--- config.mk ---
export PLATFORM = sky130hd
export DESIGN_NAME = unbt_front_flat
export DESIGN_NICKNAME = d
export VERILOG_FILES = /design/src/rtl/unbt_pkg.sv /design/src/rtl/unbt_req_if.sv /design/src/rtl/unbt_front.sv /design/src/flat_wrapper.sv
export SDC_FILE = /design/constraint.sdc
export NUM_CORES = 1
export LEC_CHECK = 0
export ABC_AREA = 1
export BUFFER_PORTS_ARGS = -buffer_cell sky130_fd_sc_hd__buf_2
export CAP_MARGIN = 10
export CORE_MARGIN = 2
export CORE_UTILIZATION = 53
export DETAILED_ROUTE_END_ITERATION = 10
export PLACE_DENSITY_LB_ADDON = 0.2
export SETUP_SLACK_MARGIN = 0.02
export SLEW_MARGIN = 20
export SYNTH_ARGS = -nofsm -noshare
export SYNTH_HDL_FRONTEND = slang
export SYNTH_SLANG_ARGS = --single-unit
--- constraint.sdc ---
create_clock -name clock -period 8.2 [get_ports clock]
set_input_delay 0.41 -clock clock [delete_from_list [all_inputs] [get_ports clock]]
set_output_delay 0.41 -clock clock [all_outputs]
set_load 0.02 [all_outputs]
--- src/rtl/unbt_pkg.sv ---
// ----------------------------------------------------------------------------
// unbt_pkg: shared types and constants of the user id binding table
// Table size, command and status codes, queue item and table entry layouts.
// ----------------------------------------------------------------------------
package unbt_pkg;

   localparam int TABLE_ENTRIES = 1024;
   localparam int ADDR_W        = (TABLE_ENTRIES > 1) ? $clog2(TABLE_ENTRIES) : 1;
   localparam int CNT_W         = $clog2(TABLE_ENTRIES + 1);

   localparam logic [31:0] MIN_USER_ID_RESET = 32'd10000;
   localparam logic [7:0]  PROTO_UDP         = 8'd17;
   localparam logic [7:0]  PROTO_UDPLITE     = 8'd136;
   localparam int          STRAT_SEND_BIT    = 1;
   localparam int          STRAT_RECV_BIT    = 2;

   typedef enum logic [2:0] {
      CMD_BIND       = 3'd0,
      CMD_UNBIND     = 3'd1,
      CMD_CLOSE      = 3'd2,
      CMD_UDP_LOOKUP = 3'd3,
      CMD_SEND_CHECK = 3'd4,
      CMD_RECV_CHECK = 3'd5
   } cmd_type;

   typedef enum logic [2:0] {
      ST_DONE      = 3'd0,
      ST_BELOW_MIN = 3'd1,
      ST_NOT_FOUND = 3'd2,
      ST_FULL      = 3'd3,
      ST_NOT_UDP   = 3'd4
   } status_type;

   // Classified command waiting for the table engine.
   typedef struct packed {
      logic [2:0]  command;
      logic [31:0] user_id;
      logic [31:0] network_id;
      logic [2:0]  close_strategy;
      logic [31:0] birth_time;
      logic [31:0] current_time;
      logic        early;
      status_type  early_status;
   } item_type;

   typedef struct packed {
      logic [31:0] user_id;
      logic [31:0] network_id;
      logic [2:0]  strategy;
      logic [31:0] bind_time;
   } entry_type;

endpackage

--- src/rtl/unbt_req_if.sv ---
// ----------------------------------------------------------------------------
// unbt_req_if: command channel
// Valid/ready channel carrying one table command per transfer.
// ----------------------------------------------------------------------------
interface unbt_req_if;
   logic        valid;
   logic        ready;
   logic [2:0]  command;
   logic [31:0] user_id;
   logic [31:0] network_id;
   logic [2:0]  close_strategy;
   logic [7:0]  protocol;
   logic [31:0] birth_time;
   logic [31:0] current_time;

   modport source (output valid, command, user_id, network_id, close_strategy,
                   protocol, birth_time, current_time, input ready);
   modport sink   (input valid, command, user_id, network_id, close_strategy,
                   protocol, birth_time, current_time, output ready);
endinterface

--- src/rtl/unbt_front.sv ---
// ----------------------------------------------------------------------------
// unbt_front: command intake and classification
// Holds the minimum user id register, settles commands that need no table
// access, and queues every command in a two-entry buffer for the engine.
// ----------------------------------------------------------------------------
module unbt_front (
   input  logic                 clock,
   input  logic                 reset,
   unbt_req_if.sink             req_chan,
   input  logic                 csr_wr_en,
   input  logic [31:0]          csr_wr_data,
   output logic                 q_valid,
   output unbt_pkg::item_type   q_item,
   input  logic                 q_pop
);
   import unbt_pkg::*;

   logic [31:0] min_uid_ff, min_uid_in;
   item_type    buf_ff [2];
   logic        wr_ptr_ff, wr_ptr_in;
   logic        rd_ptr_ff, rd_ptr_in;
   logic [1:0]  fill_ff, fill_in;
   logic        push;
   logic        below_min;
   item_type    cls;

   assign req_chan.ready = (fill_ff != 2'd2);
   assign push           = req_chan.valid && req_chan.ready;
   assign below_min      = (req_chan.user_id < min_uid_ff);

   always_comb begin
      cls.command        = req_chan.command;
      cls.user_id        = req_chan.user_id;
      cls.network_id     = req_chan.network_id;
      cls.close_strategy = req_chan.close_strategy;
      cls.birth_time     = req_chan.birth_time;
      cls.current_time   = req_chan.current_time;
      cls.early          = 1'b0;
      cls.early_status   = ST_DONE;
      unique case (req_chan.command)
         CMD_BIND, CMD_UNBIND, CMD_CLOSE: begin
            cls.early        = below_min;
            cls.early_status = ST_BELOW_MIN;
         end
         CMD_UDP_LOOKUP: begin
            if (req_chan.protocol != PROTO_UDP && req_chan.protocol != PROTO_UDPLITE) begin
               cls.early        = 1'b1;
               cls.early_status = ST_NOT_UDP;
            end else if (below_min) begin
               cls.early        = 1'b1;
               cls.early_status = ST_BELOW_MIN;
            end
         end
         CMD_SEND_CHECK, CMD_RECV_CHECK: begin
            cls.early = 1'b0;
         end
         default: begin
            // Unused command codes finish at once with an all-zero result.
            cls.early = 1'b1;
         end
      endcase
   end

   always_comb begin
      min_uid_in = csr_wr_en ? csr_wr_data : min_uid_ff;
      wr_ptr_in  = push ? ~wr_ptr_ff : wr_ptr_ff;
      rd_ptr_in  = q_pop ? ~rd_ptr_ff : rd_ptr_ff;
      fill_in    = fill_ff + {1'b0, push} - {1'b0, q_pop};
   end

   always_ff @(posedge clock) begin
      if (reset) begin
         min_uid_ff <= MIN_USER_ID_RESET;
         wr_ptr_ff  <= 1'b0;
         rd_ptr_ff  <= 1'b0;
         fill_ff    <= 2'd0;
      end else begin
         min_uid_ff <= min_uid_in;
         wr_ptr_ff  <= wr_ptr_in;
         rd_ptr_ff  <= rd_ptr_in;
         fill_ff    <= fill_in;
      end
   end

   always_ff @(posedge clock) begin
      if (push) begin
         buf_ff[wr_ptr_ff] <= cls;
      end
   end

   assign q_valid = (fill_ff != 2'd0);
   assign q_item  = buf_ff[rd_ptr_ff];

endmodule

--- src/flat_wrapper.sv ---
// flat-port wrapper written by rule: the top's interface ports become plain ports
module unbt_front_flat import unbt_pkg::*;
  (clock, reset, csr_wr_en, csr_wr_data, q_valid, q_item, q_pop, req_chan_valid, req_chan_command, req_chan_user_id, req_chan_network_id, req_chan_close_strategy, req_chan_protocol, req_chan_birth_time, req_chan_current_time, req_chan_ready);
  unbt_req_if req_chan_i ();
  input  logic clock;
  input  logic reset;
  input  logic csr_wr_en;
  input  logic [31:0] csr_wr_data;
  output logic q_valid;
  output unbt_pkg::item_type q_item;
  input  logic q_pop;
  input wire logic [$bits(req_chan_i.valid)-1:0] req_chan_valid;
  input wire logic [$bits(req_chan_i.command)-1:0] req_chan_command;
  input wire logic [$bits(req_chan_i.user_id)-1:0] req_chan_user_id;
  input wire logic [$bits(req_chan_i.network_id)-1:0] req_chan_network_id;
  input wire logic [$bits(req_chan_i.close_strategy)-1:0] req_chan_close_strategy;
  input wire logic [$bits(req_chan_i.protocol)-1:0] req_chan_protocol;
  input wire logic [$bits(req_chan_i.birth_time)-1:0] req_chan_birth_time;
  input wire logic [$bits(req_chan_i.current_time)-1:0] req_chan_current_time;
  output wire logic [$bits(req_chan_i.ready)-1:0] req_chan_ready;
  assign req_chan_i.valid = req_chan_valid;
  assign req_chan_i.command = req_chan_command;
  assign req_chan_i.user_id = req_chan_user_id;
  assign req_chan_i.network_id = req_chan_network_id;
  assign req_chan_i.close_strategy = req_chan_close_strategy;
  assign req_chan_i.protocol = req_chan_protocol;
  assign req_chan_i.birth_time = req_chan_birth_time;
  assign req_chan_i.current_time = req_chan_current_time;
  assign req_chan_ready = req_chan_i.ready;
  unbt_front u_core (.clock(clock), .reset(reset), .req_chan(req_chan_i), .csr_wr_en(csr_wr_en), .csr_wr_data(csr_wr_data), .q_valid(q_valid), .q_item(q_item), .q_pop(q_pop));
endmodule
==> metrics.cfg <==
[run_status]
outcome = completed

[die]
start_util_pct = 53.81
die_h_um = 155.1
die_w_um = 155.1
fp.coreArea_mm2 = 0.02250
placementRows = 55
die_area_mm2 = 0.02407
ios = 319

[pwr]
ir_worst_vdd_v = 0.0001802
intPower_w = 0.002940
powerDensity_mw_per_mm2 = 265.6
switching_share_pct = 25.34
leakage_nw = 5.844
p_clk_share_pct = 34.0
seqPwrFrac_pct = 49.9
switchingPower_w = 0.0009979
comb_power_share_pct = 16.1

[worst_setup_path]
critical-path-slowest-cell = buf_4
worstPathMaxFanout = 77
crit_path_max_incr_delay_ps = 900
cp.arrival_ps = 3090
start_kind = flip-flop
cp_cell_sequence = buf_4, mux2_2, buf_2
end_kind = primary output
cp.required_ps = 7790
critical_path_class = flip-flop to primary output

[placed_design]
dp_hpwl_mm = 16.21
numPortBuffers = 317
gp_congestion = 0.8050
place_ws_ps = 4784
place_area_mm2 = 0.01385

[clocking]
insertion_delay_ps = 540
cts_setup_buffers = 0
clock_sinks = 311
cts_buffer_depth = 3
root_buffer = clkbuf_16
cts_buffers = 31
htreeDepth = 1
cts_tree = done
clk_pin_slew_worst_paths_ps = 60
cts_resized = 0
hold_buffers = 0

[synthesis]
synthFlopType = edfxtp_1
yosysUniqueCellTypes = 26
synth_common_cells = 274 x edfxtp_1, 137 x mux2_2, 48 x inv_1
synth_cells = 714
yosys_register_bits = 311
synth_top_area_share_pct = 67.95
synth_edf_count = 274
async_flop_share_pct = 0
yosys_warnings = 0
synth_seq_area_share_pct = 74.07
syn_area_mm2 = 0.01211
yosysTopAreaCell = edfxtp_1
synth.most_common_cell = edfxtp_1
synth.avg_cell_area_um2 = 16.96
ys_top_cells_by_area = edfxtp_1 68%, mux2_2 13%, dfxtp_1 6.1%
synth_fp_nets = 926

[finish]
seq_area_mm2 = 0.008972
multi_input_area_mm2 = 0.002711
utilization_pct = 65.88
area_growth_pct = 22.43
fill_cells = 1674
fin_area_mm2 = 0.01482
fin_nets = 1255
drive_gt1_share_pct = 47.56

[global_route]
track_usage_pct = 19.21
grt_pass1_wl_mm = 36.09
antenna_found_initial = 4
gr-total-overflow = 0
grt_pass1_vias = 6917
grt_max_degree = 78

[sta]
period_needed_ps = 3504
finalMaxSlewViolations = 0
setup_tns_ps = 0
skew_ps = 9.332
rsz0062_at_grt = no
finalCritPeriodShare_pct = 42.73
setup_ws_ps = 4696
tightest_slew_ps = 1060
setup_viol = 0
max-slew-margin-rel_pct = 29.36
fmax_mhz = 285.4
hold_violations = 0
hold_slack_ps = 56.64

[route]
drt_first_pass_iters = 4
final_antenna_net_count = 0
via_per_inst = 5.083
route.detailed.drc = 0
vias = 6883
wirelength_mm = 24.22
drt_iter0_drc = 316
wire_per_inst_um = 17.89

[worst_hold_path]
min_path_type = primary input to flip-flop

[run]
maxCapViolations = 0

## power by group through the flow
stage                     Combinational, W  Clock, W  Sequential [W]
after floorplan                   0.000430         0         0.00201
after global placement            0.000636         0         0.00199
after detailed placement          0.000641         0         0.00200
after CTS                         0.000645   0.00136         0.00197
after global routing              0.000688   0.00143         0.00198
final                             0.000635   0.00134         0.00196
## final timing paths
kind                                 startpoint                                  to  depth (start not counted)  slack, ps
max                                   flip-flop                         q_item[100]                          3       4700
min                   req_chan_current_time[13]      u_core.buf_ff[0][17]$_DFFE_PP_                          1         60
max reg2reg        u_core.fill_ff[0]$_SDFF_PP0_     u_core.buf_ff[0][105]$_DFFE_PP_                          6       4900
min reg2reg  u_core.min_uid_ff[24]$_SDFFE_PP0P_  u_core.min_uid_ff[24]$_SDFFE_PP0P_                          2        460
## layout by cell type, fill, tap and decap left out, types with 4 or more instances in the layout
master	netlist	routed
nor2_1	18	16
dfxtp_1	37	36
clkbuf_1	7	12
buf_2	0	317
ha_1	33	33
clkbuf_16	0	31
edfxtp_1	274	274
clkinv_2	0	4
nand3_1	5	5
buf_4	2	5
mux2_2	137	137
nand2_1	37	37
a21oi_1	47	47
inv_1	48	48
o21ai_0	32	32
o21ai_1	6	6
## kinds of logic after synthesis
| family | after synthesis | share of synthesized area [%] |
|---|---|---|
| DFF | 311 | 74.07 |
| muxes | 137 | 12.74 |
| AOI/OAI and AO/OA | 88 | 3.700 |
| buffers and inverters | 76 | 3.658 |
| and+or+nand+nor | 66 | 2.242 |
| adders and majority gates | 33 | 3.410 |
| xor gates and xnor gates | 2 | 0.1447 |
| other | 1 | 0.03097 |
## per-stage QoR
stage / total power, W / cells
2_1_floorplan: 0.002442 / 714
3_3_place_gp: 0.002626 / 1295
3_5_place_dp: 0.002640 / 1295
4_1_cts: 0.003975 / 1351
5_1_grt: 0.004096 / 1354
6_report: 0.003938 / 1354
## layer usage
metal	routed length [um]	GRT usage [%]
met5	13	0
met3	2037	5.014
met2	11690	32.59
met4	530	5.511
met1	9948	24.62
## layout make-up
type / instances / share of cell area, %
tap: 285 / 2.405
multi-input combinational: 327 / 18.29
clock inverter: 10 / 0.6921
inverter: 50 / 1.266
antenna: 3 / 0.05064
timing repair buffer: 322 / 10.96
clock buffer: 46 / 5.815
sequential: 311 / 60.53
## critical path: cells and delay by family (launching register included)
kind	cells	cell delay (ps)
muxes	1	460
DFF	1	860
buffers and inverters	2	1070
## state kept, by name (all words and copies together), names as in the netlist, named ones only
name and cells:
u_core.fill_ff 2, u_core.buf_ff 274, u_core.rd_ptr_ff 1, u_core.min_uid_ff 32, u_core.wr_ptr_ff 1
Note: power is estimated with default switching activity, not from simulation.
